`config.mk`:
```
export PLATFORM = sky130hd
export DESIGN_NAME = newick_word_tokenizer_core
export DESIGN_NICKNAME = d
export VERILOG_FILES = /design/src/nwt_pkg.sv /design/src/nwt_step.sv /design/src/nwt_res_fifo.sv /design/src/newick_word_tokenizer_core.sv
export SDC_FILE = /design/constraint.sdc
export NUM_CORES = 1
export LEC_CHECK = 0
export BUFFER_PORTS_ARGS = -buffer_cell sky130_fd_sc_hd__buf_2
export CAP_MARGIN = 20
export CELL_PAD_IN_SITES_DETAIL_PLACEMENT = 0
export CELL_PAD_IN_SITES_GLOBAL_PLACEMENT = 1
export CORE_MARGIN = 8
export CORE_UTILIZATION = 30
export CTS_CLUSTER_DIAMETER = 150
export CTS_CLUSTER_SIZE = 16
export DETAILED_ROUTE_END_ITERATION = 10
export HOLD_SLACK_MARGIN = 0.1
export PLACE_DENSITY = 0.66
export SLEW_MARGIN = 10
export SYNTH_ARGS = -nofsm -noshare
export SYNTH_HDL_FRONTEND = slang
export SYNTH_SLANG_ARGS = --single-unit
export TNS_END_PERCENT = 100
```
`constraint.sdc`:
```
create_clock -name clk -period 7.7 [get_ports clk]
set_clock_uncertainty 0.2 [all_clocks]
set_input_delay 0.385 -clock clk [delete_from_list [all_inputs] [get_ports clk]]
set_output_delay 0.385 -clock clk [all_outputs]
set_load 0.02 [all_outputs]
```
`src/nwt_pkg.sv`:
```
// Package for the Newick word tokenizer: item structs, result kinds, word modes
// and the special byte codes. No dependencies.
package nwt_pkg;

  localparam int unsigned NWT_FIFO_DEPTH = 4;

  localparam logic [63:0] DELIM_LOW_RST = 64'd864712019176062976;
  localparam logic [63:0] DELIM_HIGH_RST = 64'd0;
  localparam logic [63:0] SPACE_LOW_RST = 64'd4294977024;
  localparam logic [63:0] SPACE_HIGH_RST = 64'd0;

  localparam logic [7:0] QUOTE_CH = 8'h27;
  localparam logic [7:0] OPEN_BR = 8'h5B;
  localparam logic [7:0] CLOSE_BR = 8'h5D;

  localparam logic [7:0] CFG_DELIM_LOW = 8'd0;
  localparam logic [7:0] CFG_DELIM_HIGH = 8'd1;
  localparam logic [7:0] CFG_SPACE_LOW = 8'd2;
  localparam logic [7:0] CFG_SPACE_HIGH = 8'd3;

  typedef enum logic [2:0] {
    K_WORD_BYTE    = 3'd0,
    K_WORD_END     = 3'd1,
    K_DELIM        = 3'd2,
    K_COMMENT_BYTE = 3'd3,
    K_COMMENT_END  = 3'd4,
    K_QUOTE_ERR    = 3'd5,
    K_COMMENT_ERR  = 3'd6,
    K_NO_WORD      = 3'd7
  } kind_t;

  typedef enum logic [1:0] {
    MODE_OUT    = 2'd0,
    MODE_WORD   = 2'd1,
    MODE_QUOTE  = 2'd2,
    MODE_AFTERQ = 2'd3
  } word_mode_t;

  typedef struct packed {
    logic [7:0] ch;
    logic       end_of_text;
  } in_item_t;

  typedef struct packed {
    kind_t      kind;
    logic [7:0] byte_out;
    logic       last;
  } out_item_t;

  // results of one input item: count 0..2, first two slots in order
  typedef struct packed {
    logic [1:0] cnt;
    out_item_t  r0;
    out_item_t  r1;
  } step_res_t;

endpackage

```
`src/nwt_step.sv`:
```
// Combinational tokenizer step: classifies one byte against the maps and the
// current word/comment state. Depends on nwt_pkg.
module nwt_step
  import nwt_pkg::*;
(
  input  word_mode_t  mode,
  input  logic        comment_open,
  input  logic [63:0] delim_low,
  input  logic [63:0] delim_high,
  input  logic [63:0] space_low,
  input  logic [63:0] space_high,
  input  in_item_t    item,
  output word_mode_t  mode_nxt,
  output logic        comment_nxt,
  output step_res_t   res
);

  logic [7:0] c;
  logic       is_delim;
  logic       is_space;
  logic       is_quote;
  logic       is_open;
  logic       is_close;

  assign c = item.ch;
  assign is_delim = !c[7] && (c[6] ? delim_high[c[5:0]] : delim_low[c[5:0]]);
  assign is_space = !c[7] && (c[6] ? space_high[c[5:0]] : space_low[c[5:0]]);
  assign is_quote = (c == QUOTE_CH);
  assign is_open = (c == OPEN_BR);
  assign is_close = (c == CLOSE_BR);

  always_comb begin
    kind_t      k0;
    kind_t      k1;
    logic [7:0] b0;
    logic [7:0] b1;
    logic [1:0] n;
    mode_nxt = mode;
    comment_nxt = comment_open;
    k0 = K_WORD_BYTE;
    k1 = K_WORD_BYTE;
    b0 = 8'd0;
    b1 = 8'd0;
    n = 2'd0;
    if (item.end_of_text) begin
      n = 2'd1;
      if (mode == MODE_QUOTE) begin
        k0 = K_QUOTE_ERR;
      end else if (comment_open) begin
        k0 = K_COMMENT_ERR;
      end else if (mode != MODE_OUT) begin
        k0 = K_WORD_END;
      end else begin
        k0 = K_NO_WORD;
      end
      mode_nxt = MODE_OUT;
      comment_nxt = 1'b0;
    end else if (comment_open) begin
      n = 2'd1;
      if (is_close) begin
        comment_nxt = 1'b0;
        k0 = K_COMMENT_END;
      end else begin
        k0 = K_COMMENT_BYTE;
        b0 = c;
      end
    end else if (mode == MODE_OUT) begin
      // maps take priority over quote and bracket outside a word
      if (is_space) begin
        n = 2'd0;
      end else if (is_delim) begin
        n = 2'd1;
        k0 = K_DELIM;
        b0 = c;
      end else if (is_quote) begin
        mode_nxt = MODE_QUOTE;
        n = 2'd1;
        b0 = c;
      end else if (is_open) begin
        comment_nxt = 1'b1;
      end else begin
        mode_nxt = MODE_WORD;
        n = 2'd1;
        b0 = c;
      end
    end else if (mode == MODE_QUOTE) begin
      if (is_quote) begin
        mode_nxt = MODE_AFTERQ;
      end
      n = 2'd1;
      b0 = c;
    end else if (mode == MODE_AFTERQ && is_quote) begin
      // doubled quote: reopen
      mode_nxt = MODE_QUOTE;
      n = 2'd1;
      b0 = c;
    end else begin
      mode_nxt = MODE_WORD;
      if (is_quote) begin
        // quote opening mid-word is dropped
        mode_nxt = MODE_QUOTE;
      end else if (is_space) begin
        mode_nxt = MODE_OUT;
        n = 2'd1;
        k0 = K_WORD_END;
      end else if (is_delim) begin
        mode_nxt = MODE_OUT;
        n = 2'd2;
        k0 = K_WORD_END;
        k1 = K_DELIM;
        b1 = c;
      end else if (is_open) begin
        comment_nxt = 1'b1;
      end else begin
        n = 2'd1;
        b0 = c;
      end
    end
    res.cnt = n;
    res.r0.kind = k0;
    res.r0.byte_out = b0;
    res.r0.last = (n == 2'd1);
    res.r1.kind = k1;
    res.r1.byte_out = b1;
    res.r1.last = 1'b1;
  end

endmodule

```
`src/nwt_res_fifo.sv`:
```
// Result queue: takes up to two result items per cycle and hands out one.
// Depth must be a power of two of at least 2. Depends on nwt_pkg.
module nwt_res_fifo
  import nwt_pkg::*;
#(
  parameter int unsigned Depth = NWT_FIFO_DEPTH
) (
  input  logic      clk,
  input  logic      rst_n,
  input  step_res_t push,
  output logic      room,
  output logic      out_valid,
  input  logic      out_stall,
  output out_item_t out_data
);

  localparam int unsigned PtrW = $clog2(Depth);
  localparam int unsigned CntW = $clog2(Depth + 1);
  localparam logic [CntW-1:0] AcceptMax = CntW'(Depth - 2);

  out_item_t         mem [Depth];
  logic [PtrW-1:0]   wr_ptr_r;
  logic [PtrW-1:0]   wr_ptr_nxt;
  logic [PtrW-1:0]   rd_ptr_r;
  logic [PtrW-1:0]   rd_ptr_nxt;
  logic [CntW-1:0]   count_r;
  logic [CntW-1:0]   count_nxt;
  logic              pop;

  assign room = (count_r <= AcceptMax);
  assign out_valid = (count_r != '0);
  assign out_data = mem[rd_ptr_r];
  assign pop = out_valid && !out_stall;

  assign wr_ptr_nxt = wr_ptr_r + PtrW'(push.cnt);
  assign rd_ptr_nxt = rd_ptr_r + PtrW'(pop);
  assign count_nxt = count_r + CntW'(push.cnt) - CntW'(pop);

  always_ff @(posedge clk) begin
    if (!rst_n) begin
      wr_ptr_r <= '0;
      rd_ptr_r <= '0;
      count_r <= '0;
    end else begin
      wr_ptr_r <= wr_ptr_nxt;
      rd_ptr_r <= rd_ptr_nxt;
      count_r <= count_nxt;
    end
  end

  always_ff @(posedge clk) begin
    if (push.cnt != 2'd0) begin
      mem[wr_ptr_r] <= push.r0;
    end
    if (push.cnt == 2'd2) begin
      mem[wr_ptr_r + PtrW'(1)] <= push.r1;
    end
  end

endmodule

```
`src/newick_word_tokenizer_core.sv`:
```
// Newick word tokenizer top level: configuration maps, word/comment state,
// step logic and result queue. Depends on nwt_pkg, nwt_step, nwt_res_fifo.
//
// Usage: feed one text byte per item on in_data (or an item with end_of_text
// set to close the text). Each item yields zero, one or two result items on
// out_data; the last result of an item carries last = 1. Skipped whitespace,
// a bracket opening a comment and a mid-word quote yield nothing.
// A result is written to the queue when its item is accepted and is offered once the results ahead of it are taken.
// Throughput: one item per cycle as long as the queue is drained; an item
// that ends a word on a delimiter yields two results, so the output
// side (one result per unstalled cycle) bounds the sustained rate.
// in_stall rises when the FifoDepth-entry result queue has fewer than two
// free slots; out_stall simply holds the head result until taken.
// Reset (rst_n low, synchronous) empties the queue, leaves word and comment
// state cleared and loads the default delimiter and whitespace maps.
// cfg_we writes map cfg_index (0..3); other indexes are ignored.
module newick_word_tokenizer_core
  import nwt_pkg::*;
#(
  parameter int unsigned FifoDepth = NWT_FIFO_DEPTH
) (
  input  logic        clk,
  input  logic        rst_n,
  input  logic        in_valid,
  output logic        in_stall,
  input  in_item_t    in_data,
  output logic        out_valid,
  input  logic        out_stall,
  output out_item_t   out_data,
  input  logic        cfg_we,
  input  logic [7:0]  cfg_index,
  input  logic [63:0] cfg_wdata
);

  logic [63:0] delim_low_r;
  logic [63:0] delim_high_r;
  logic [63:0] space_low_r;
  logic [63:0] space_high_r;
  word_mode_t  mode_r;
  word_mode_t  mode_nxt;
  logic        comment_r;
  logic        comment_nxt;
  step_res_t   step_res;
  step_res_t   push;
  logic        room;
  logic        in_acc;

  assign in_stall = !room;
  assign in_acc = in_valid && room;

  always_ff @(posedge clk) begin
    if (!rst_n) begin
      delim_low_r <= DELIM_LOW_RST;
      delim_high_r <= DELIM_HIGH_RST;
      space_low_r <= SPACE_LOW_RST;
      space_high_r <= SPACE_HIGH_RST;
    end else if (cfg_we) begin
      if (cfg_index == CFG_DELIM_LOW) delim_low_r <= cfg_wdata;
      if (cfg_index == CFG_DELIM_HIGH) delim_high_r <= cfg_wdata;
      if (cfg_index == CFG_SPACE_LOW) space_low_r <= cfg_wdata;
      if (cfg_index == CFG_SPACE_HIGH) space_high_r <= cfg_wdata;
    end
  end

  nwt_step u_step (
    .mode         (mode_r),
    .comment_open (comment_r),
    .delim_low    (delim_low_r),
    .delim_high   (delim_high_r),
    .space_low    (space_low_r),
    .space_high   (space_high_r),
    .item         (in_data),
    .mode_nxt     (mode_nxt),
    .comment_nxt  (comment_nxt),
    .res          (step_res)
  );

  // hold state unless an item is taken
  always_ff @(posedge clk) begin
    if (!rst_n) begin
      mode_r <= MODE_OUT;
      comment_r <= 1'b0;
    end else if (in_acc) begin
      mode_r <= mode_nxt;
      comment_r <= comment_nxt;
    end
  end

  always_comb begin
    push = step_res;
    if (!in_acc) begin
      push.cnt = 2'd0;
    end
  end

  nwt_res_fifo #(
    .Depth (FifoDepth)
  ) u_fifo (
    .clk       (clk),
    .rst_n     (rst_n),
    .push      (push),
    .room      (room),
    .out_valid (out_valid),
    .out_stall (out_stall),
    .out_data  (out_data)
  );

endmodule
```
==> impl_metrics.toml, run 1 <==
[timing]
rsz0062_at_grt = "no"
setup_violations = 0
tightest_slew_ps = 1010
finalHoldViolCount = 0
slew_viol_final = 0
timing.final.crit_share_pct = 61.55
slew_headroom_pct = 32.70
fin_crit_ps = 4739
holdWs_ps = 181.5
final.setup.tns_ps = 0
clock.fmax_mhz = 211.0

[grt]
grt_first_pass_wirelength_um = 70270
grt_max_degree = 153
grt_overflow = 0
gr-usage-all-layers_pct = 15.54
antenna_found_initial = 3
grt_pass1_vias = 11710

[pwr]
p_leak_nw = 5.676
power.total_mw = 3.408
netSwitchingPower_mw = 0.9336
power_frac_comb_pct = 14.7
power_frac_clock_pct = 33.5
swShare_pct = 27.39
power.density_nw_per_um2 = 201.7
p_int_mw = 2.475
power_frac_seq_pct = 51.7
peakVddDrop_mv = 0.1341

[logic_synthesis]
synth_edf_count = 36
yosysTopAreaCellShare_pct = 37.68
yosys.area.top_type = "dfxtp_1"
yosysWarnings = 0
ys_seq_area_share_pct = 44.99
synth_cell_types = 70
synthAdderAreaFrac_pct = 0.5590
synth_flop_cell = "dfxtp_1"
synth_xor_area_share_pct = 0.2965
avgSynthCellArea_um2 = 9.057
synth_top_family_by_area = "simple AND/OR/NAND/NOR gates"
synth_top_cells_by_area = "dfxtp_1 (38%), nand2_1 (14%), a21boi_0 (13%)"
synth_nets = 1723
synth_cells = 1631
syn-cell-area_um2 = 14770
yosys.area_share.simple_pct = 19.69
synth_async_sr_flop_share_pct = 0
synthMuxAreaShare_pct = 12.57
synth-seq-cells = 314
synth_compound_area_share_pct = 17.57

[clock_network]
cts_made_buffers = 23
cts_root_buffer = "clkbuf_16"
cts_sinks = 314
cts.htree.levels = 1
clockBufferDepth = 3
worstSkewPairLatency_ps = 570
clkTransAtPathRegs_ps = 80
cts_tree = "built"
postCtsSetupRepairBufs = 0

[floorplan]
die_w_um = 237.9
dieArea_um2 = 56600
start_util_pct = 30.30
rows = 81
io_pins = 100
die_h_um = 237.9
core-area_um2 = 48750

[route]
wl_per_cell_um = 19.05
wl_um = 45200
drt_first_pass_iters = 5
ant_nets = 0
route.vias.total = 11840
viasPerCell = 4.988
drt_iter0_drc = 853
drc = 0

[setup_path]
worstSetupPathType = "in -> reg"
cp_data_required_time_ps = 7950
cp_max_fo = 39
worstSetupStartpointType = "input port"
critPathCaptureType = "flip-flop"
cp.arrival_ps = 4990

[cells_and_area]
drive_above_1_share_pct = 13.11
area_growth_pct = 14.39
final_nets = 1796

[worst_hold_path]
hp-class = "in -> reg"

[place]
io_buffers = 99
place_congestion = 0.8648
hpwl_um = 30400

[run_status]
status = "completed"

[flow_run]
maxCapViolCount = 0
==> what timing repair did <==
| action | 4_1_cts | 5_1_grt |
|---|---|---|
| hold endpoints to repair | 256 | 0 |
| resized for setup | 0 | 0 |
| hold buffers | 64 | 0 |
==> cells in the final DEF (no fill, tap or decap), types with 23 or more instances in the layout <==
cell           instances
buf_2                 97
o22ai_1               24
a21boi_0             249
dlygate4sd3_1         64
dfxtp_1              278
clkbuf_16             23
nand3_1               25
edfxtp_1              36
mux4_2                60
mux2i_1               46
nand2_1              562
nor2_1                27
==> final cells by class <==
cell class              instances  area, µm²
flip-flops and latches        314       6646
clock inverters                 2      28.78
repair buffers                175       1235
clock buffers                  27      590.6
fillers                      5039      31850
diodes                          1      2.502
multi-input cells            1177       7515
well taps                     664      830.8
inverters                      13      48.80
==> cell usage after synthesis (3+ instances only) <==
cell and n:
or2_2 5, and3_1 3, buf_6 10, mux2i_1 46
xor2_1 3, nand2b_1 8, o22ai_1 24, a31oi_1 3
inv_1 11, a21boi_0 249, nand4_1 8, nor3b_1 4
a22oi_1 12, nor3_1 12, nand2_1 563, buf_1 7
clkbuf_1 92, buf_4 6, nor4_1 5, mux2_2 4
nand3_1 26, o21ai_0 12, ha_1 5, dfxtp_1 278
mux4_2 60, a21oi_1 16, and2_1 11, buf_2 12
a32oi_1 4, nor2_1 28, nor2b_1 14, edfxtp_1 36
==> state kept, by name (all words and copies together), names as in the netlist <==
register         cells
u_fifo.mem          48
u_fifo.count_r       3
space_high_r        64
u_fifo.wr_ptr_r      2
delim_low_r         64
mode_r               2
delim_high_r        64
u_fifo.rd_ptr_r      2
space_low_r         64
comment_r            1
==> per-layer routing <==
metal / vias to the layer above / routed length [µm] / GRT usage, %
met5: - / 27 / 0
met4: 4 / 907 / 2.958
met3: 60 / 2373 / 2.550
met2: 326 / 21390 / 26.18
met1: 5712 / 20500 / 20.93
li1: 5735 / - / -
==> power by group through the flow <==
stage	registers, mW	logic [mW]	clock network (mW)
3_3_place_gp	1.80	0.479	0
5_1_grt	1.77	0.548	1.23
3_5_place_dp	1.80	0.481	0
6_report	1.76	0.502	1.14
4_1_cts	1.77	0.508	1.17
2_1_floorplan	1.77	0.355	0
==> final timing paths <==
kind,endpoint,cells past startpoint,from,slack [ps]
setup / recovery,u_fifo.count_r[2],15,in_data[2],2960
hold / removal,mode_r[1],4,in_data[0],180
setup reg to reg,u_fifo.mem[0][8],10,delim_low_r[39],3470
hold reg to reg,u_fifo.mem[0][11],2,u_fifo.mem[0][11],260
==> critical path: stages <==
cell     delay [ps]
buf_4           590
buf_4           660
mux4_2          410
a22oi_1         180
and4_1          250
a31oi_1          60
o211a_2         170
nor2_2          220
and4_1          570
nand2_1         200
ha_1            360
fa_1            440
xor2_1          160
xnor2_1         120
and2_1          140
==> through the flow <==
step                      utilization [%]  worst slack (ps)  area, µm²  instances
after detailed placement            32.07              2324      15640       2279
after CTS                           34.66              2892      16900       2372
after global placement              32.07              2365      15640       2279
after floorplan                         -              3889      14770       1631
final                               34.66              2961      16900       2373
after global routing                34.66              2611      16900       2372
==> logic make-up after synthesis <==
kind of cell	after synthesis
buffers and inverters	140
and+or+nand+nor	702
DFF	314
xor gates and xnor gates	5
muxes	110
AOI/OAI and AO/OA	354
adders and majority gates	6
Power figures use the tool's default switching activity.
==> run 2: changes to the inputs <==
Settings changed: PLACE_DENSITY 0.66 to 0.68.
Clock period 7.7 ns to 3.8 ns, I/O delays scaled along.
==> run 2 against run 1 <==
Worst setup slack worse by 2800 ps. Register-to-register slack worse by 3400 ps. Sequential power up 100%. Critical endpoint unchanged. Largest cell class unchanged. Highest routed layer is now met4.
==> impl_metrics.toml, run 2 (same netlist as run 1, synthesis figures left out) <==
[run_status]
status = "completed"

[place]
place_inst = 2373
place_congestion = 0.8556
io_buffers = 99
place_area_um2 = 16560
hpwl_um = 32530

[route]
drc = 0
viasPerCell = 4.937
ant_nets = 0
route.vias.total = 12260
wl_um = 46490
drt_iter0_drc = 741
drt_first_pass_iters = 6
wl_per_cell_um = 18.72

[floorplan]
core-area_um2 = 48750
dieArea_um2 = 56600
die_w_um = 237.9
start_util_pct = 30.30
io_pins = 100
die_h_um = 237.9
rows = 81

[clock_network]
cts_root_buffer = "clkbuf_16"
clockBufferDepth = 3
cts_made_buffers = 23
cts.htree.levels = 1
worstSkewPairLatency_ps = 560
cts_sinks = 314
clkTransAtPathRegs_ps = 80
cts_tree = "built"

[pwr]
power.density_nw_per_um2 = 396.1
p_leak_nw = 6.278
peakVddDrop_mv = 0.2883

[cells_and_area]
final_common_cell = "nand2_1"
layoutNonFillerInstCount = 2483
final_cell_area_um2 = 18030
mostFrequentLayoutCells = "nand2_1 (562), dfxtp_1 (278), a21boi_0 (249)"
final_nets = 1904
post-route-util_pct = 36.99
fillers = 4972
drive_above_1_share_pct = 17.83
area_growth_pct = 22.06

[timing]
slew_headroom_pct = 38.52
tightest_slew_ps = 921.0
clock.fmax_mhz = 271.7
finalHoldViolCount = 0
setup_violations = 0
fin_crit_ps = 3680
holdWs_ps = 132.7
timing.final.crit_share_pct = 96.86
slew_viol_final = 0

[setup_path]
cp-startpoint = "delim_low_r[33]"
cp_max_fo = 3
critPathCaptureType = "flip-flop"
r2r_start = "delim_low_r[33]"
worstSetupStartpointType = "flip-flop"
cp_data_required_time_ps = 4050
cp.arrival_ps = 3930
worstSetupPathType = "reg -> reg"

[grt]
grt_overflow = 0
antenna_found_initial = 1
gr-usage-all-layers_pct = 16.09
grt_pass1_vias = 12340
grt_max_degree = 137
grt_first_pass_wirelength_um = 73080

[flow_run]
maxCapViolCount = 0

[worst_hold_path]
hp-class = "in -> reg"
min_from = "in_data[8]"
==> run 2: area by class of cell <==
type / instances / area [µm²] / area share [%]
Inverter: 13 / 48.80 / 0.2706
Sequential cell: 314 / 6646 / 36.86
Clock buffer: 28 / 604.3 / 3.352
Timing Repair Buffer: 283 / 2291 / 12.71
Antenna cell: 2 / 5.005 / 0.02776
Tap cell: 664 / 830.8 / 4.608
Multi-Input combinational cell: 1177 / 7555 / 41.90
Clock inverter: 2 / 50.05 / 0.2776
==> run 2: worst max-delay path: stages (launching register included) <==
cell     delay (ps)
dfxtp_1         350
mux4_2          240
a22o_1          260
o22ai_1         120
or4_4           550
nand4_1         180
buf_4           150
and4_1          210
nand2_1          90
ha_1            340
fa_1            440
xor2_1          160
xnor2_1         120
and2_1          140
==> run 2: power breakdown <==
part | internal [mW] | total (mW) | switching (mW)
clock network | 1.19 | 2.40 | 1.20
registers | 3.47 | 3.57 | 0.108
logic | 0.553 | 1.17 | 0.618
==> run 2: what timing repair did <==
action,4_1_cts,5_1_grt
hold endpoints to repair,272,0
endpoints found under the setup margin,1,1
gates cloned,0,0
resized for setup,2,5
setup buffers,0,1
hold buffers,77,0
==> run 2: routing by layer <==
metal	vias to the layer above	routed length (µm)	GRT usage, %
met5	-	0	0
li1	5966	-	-
met1	5964	21100	21.61
met3	47	1819	1.984
met2	282	22630	27.51
met4	0	942	3.445
==> run 2: worst paths after layout <==
kind	endpoint	slack, ps	depth (start not counted)
worst max-delay path	u_fifo.count_r[2]	120	13
worst min-delay path	u_fifo.mem[2][8]	130	4
worst max register to register	u_fifo.count_r[2]	120	13
worst min register to register	delim_high_r[8]	260	2
==> run 2: stage by stage <==
step / power [mW] / setup slack (ps) / setup TNS, ps
6_report: 7.142 / 119.5 / 0
5_1_grt: 7.452 / -40.86 / -40.86
4_1_cts: 7.229 / 2.980 / 0
3_5_place_dp: 4.769 / -236.7 / -244.4
3_3_place_gp: 4.748 / -230.2 / -230.2
2_1_floorplan: 4.302 / 184.1 / 0
==> run 3: changes to the inputs <==
Settings changed: BUFFER_PORTS_ARGS -buffer_cell sky130_fd_sc_hd__buf_2 to -buffer_cell sky130_fd_sc_hd__clkbuf_2.
==> run 3 against run 2 <==
Global-route usage down 0.17 points. Worst setup slack worse by 13 ps. Critical path depth stayed put. Largest cell class unchanged. Largest power group unchanged. Combinational power barely moved. Utilization is 0.39 points lower. Design area fell by 1.0%.
==> impl_metrics.toml, run 3 (same netlist as run 1, synthesis figures left out) <==
[worst_hold_path]
hp-class = "in -> reg"

[setup_path]
cp-startpoint = "delim_low_r[38]"
critPathCapture = "u_fifo.count_r[2]"
worstSetupPathType = "reg -> reg"
cp.arrival_ps = 3950
cp_max_fo = 4
rr_worst_depth = 13
critPathCaptureType = "flip-flop"
worstSetupStartpointType = "flip-flop"
ff2ff_setup_slack_ps = 110
r2r_start = "delim_low_r[38]"
worstReg2RegEnd = "u_fifo.count_r[2]"
cp_data_required_time_ps = 4050

[timing]
tightest_slew_ps = 886.2
slew_headroom_pct = 40.84
timing.final.crit_share_pct = 97.19
final.setup.tns_ps = 0
setup_violations = 0
slew_viol_final = 0
holdWs_ps = 104.0
fin_crit_ps = 3693
clock.fmax_mhz = 270.8
finalHoldViolCount = 0

[pwr]
power_frac_clock_pct = 33.0
peakVddDrop_mv = 0.3140
p_leak_nw = 6.241
p_int_mw = 5.112
power.total_mw = 7.067
netSwitchingPower_mw = 1.954
power.density_nw_per_um2 = 396.0
swShare_pct = 27.66
power_frac_comb_pct = 16.5
power_frac_seq_pct = 50.6

[place]
place_area_um2 = 16490
io_buffers = 99
place_inst = 2373
hpwl_um = 31660
place_congestion = 0.9029

[cells_and_area]
fillers = 4993
final_common_cell = "nand2_1"
layoutNonFillerInstCount = 2474
final_nets = 1897
mostFrequentLayoutCells = "nand2_1 (562), dfxtp_1 (278), a21boi_0 (249)"
drive_above_1_share_pct = 17.74
final_cell_area_um2 = 17840
area_growth_pct = 20.79

[clock_network]
worstSkewPairLatency_ps = 560
cts.htree.levels = 1
clockBufferDepth = 3
clkTransAtPathRegs_ps = 70
cts_root_buffer = "clkbuf_16"
cts_made_buffers = 23
cts_sinks = 314
cts_tree = "built"

[route]
wl_per_cell_um = 18.54
drt_first_pass_iters = 5
route.vias.total = 12250
drt_iter0_drc = 866
ant_nets = 0
drc = 0
viasPerCell = 4.953
wl_um = 45860

[grt]
antenna_found_initial = 0
grt_overflow = 0
gr-usage-all-layers_pct = 15.93
grt_pass1_vias = 12310
grt_first_pass_wirelength_um = 72380
grt_max_degree = 120

[floorplan]
dieArea_um2 = 56600
rows = 81
core-area_um2 = 48750
die_h_um = 237.9
die_w_um = 237.9
io_pins = 100
start_util_pct = 30.30

[flow_run]
maxCapViolCount = 0

[run_status]
status = "completed"
==> run 3: worst min path at each step <==
stage	start	end	slack (ps)	depth (start not counted)
floorplan	cfg_wdata[40]	delim_low_r[40]	110	2
global placement	u_fifo.mem[2][0]	u_fifo.mem[2][0]	240	2
detailed placement	space_low_r[9]	space_low_r[9]	250	2
CTS	cfg_index[1]	delim_low_r[57]	120	5
global route	in_data[8]	u_fifo.mem[3][8]	150	4
finish	cfg_index[1]	delim_low_r[55]	100	5
==> run 3: routing by layer <==
| layer | track usage [%] | part of all wire [%] |
|---|---|---|
| met1 | 21.84 | 46 |
| met4 | 3.707 | 2.3 |
| met2 | 26.25 | 47 |
| met5 | 0 | 0 |
| met3 | 2.342 | 4.8 |
==> run 3: final cells by class <==
| class | instances | area [µm²] | area share, % |
|---|---|---|---|
| clock buffers | 27 | 590.6 | 3.310 |
| flip-flops and latches | 314 | 6646 | 37.25 |
| diodes | 1 | 2.502 | 0.01402 |
| repair buffers | 276 | 2161 | 12.11 |
| multi-input cells | 1177 | 7535 | 42.23 |
| inverters | 13 | 48.80 | 0.2735 |
| well taps | 664 | 830.8 | 4.656 |
| clock inverters | 2 | 28.78 | 0.1613 |
==> run 3: per-stage QoR <==
step                      setup slack, ps  utilization (%)
final                               106.9            36.60
after global routing               -89.04            36.60
after CTS                           22.00            36.56
after detailed placement           -303.2            33.83
after global placement             -281.2            33.83
after floorplan                     184.1                -
==> run 3: power by group through the flow <==
| stage | Clock (mW) | Sequential, mW | Combinational [mW] |
|---|---|---|---|
| 2_1_floorplan | 0 | 3.58 | 0.720 |
| 3_3_place_gp | 0 | 3.65 | 1.10 |
| 5_1_grt | 2.50 | 3.60 | 1.27 |
| 4_1_cts | 2.40 | 3.58 | 1.17 |
| 6_report | 2.33 | 3.57 | 1.16 |
| 3_5_place_dp | 0 | 3.66 | 1.11 |
==> run 3: worst max-delay path, stage by stage (launching register included) <==
cell	delay (ps)
dfxtp_1	320
mux4_2	510
a22o_4	280
a2111oi_1	360
or4_1	220
nand4_1	110
buf_4	160
and4_1	210
nand2_1	90
ha_1	250
fa_1	430
xor2_1	160
xnor2_1	120
and2_1	140
==> run 3: timing repair <==
action,in CTS,in global routing
hold buffers,71,0
hold endpoints to repair,272,0
gates resized for setup,0,4
endpoints found under the setup margin,0,1
setup buffers,0,0
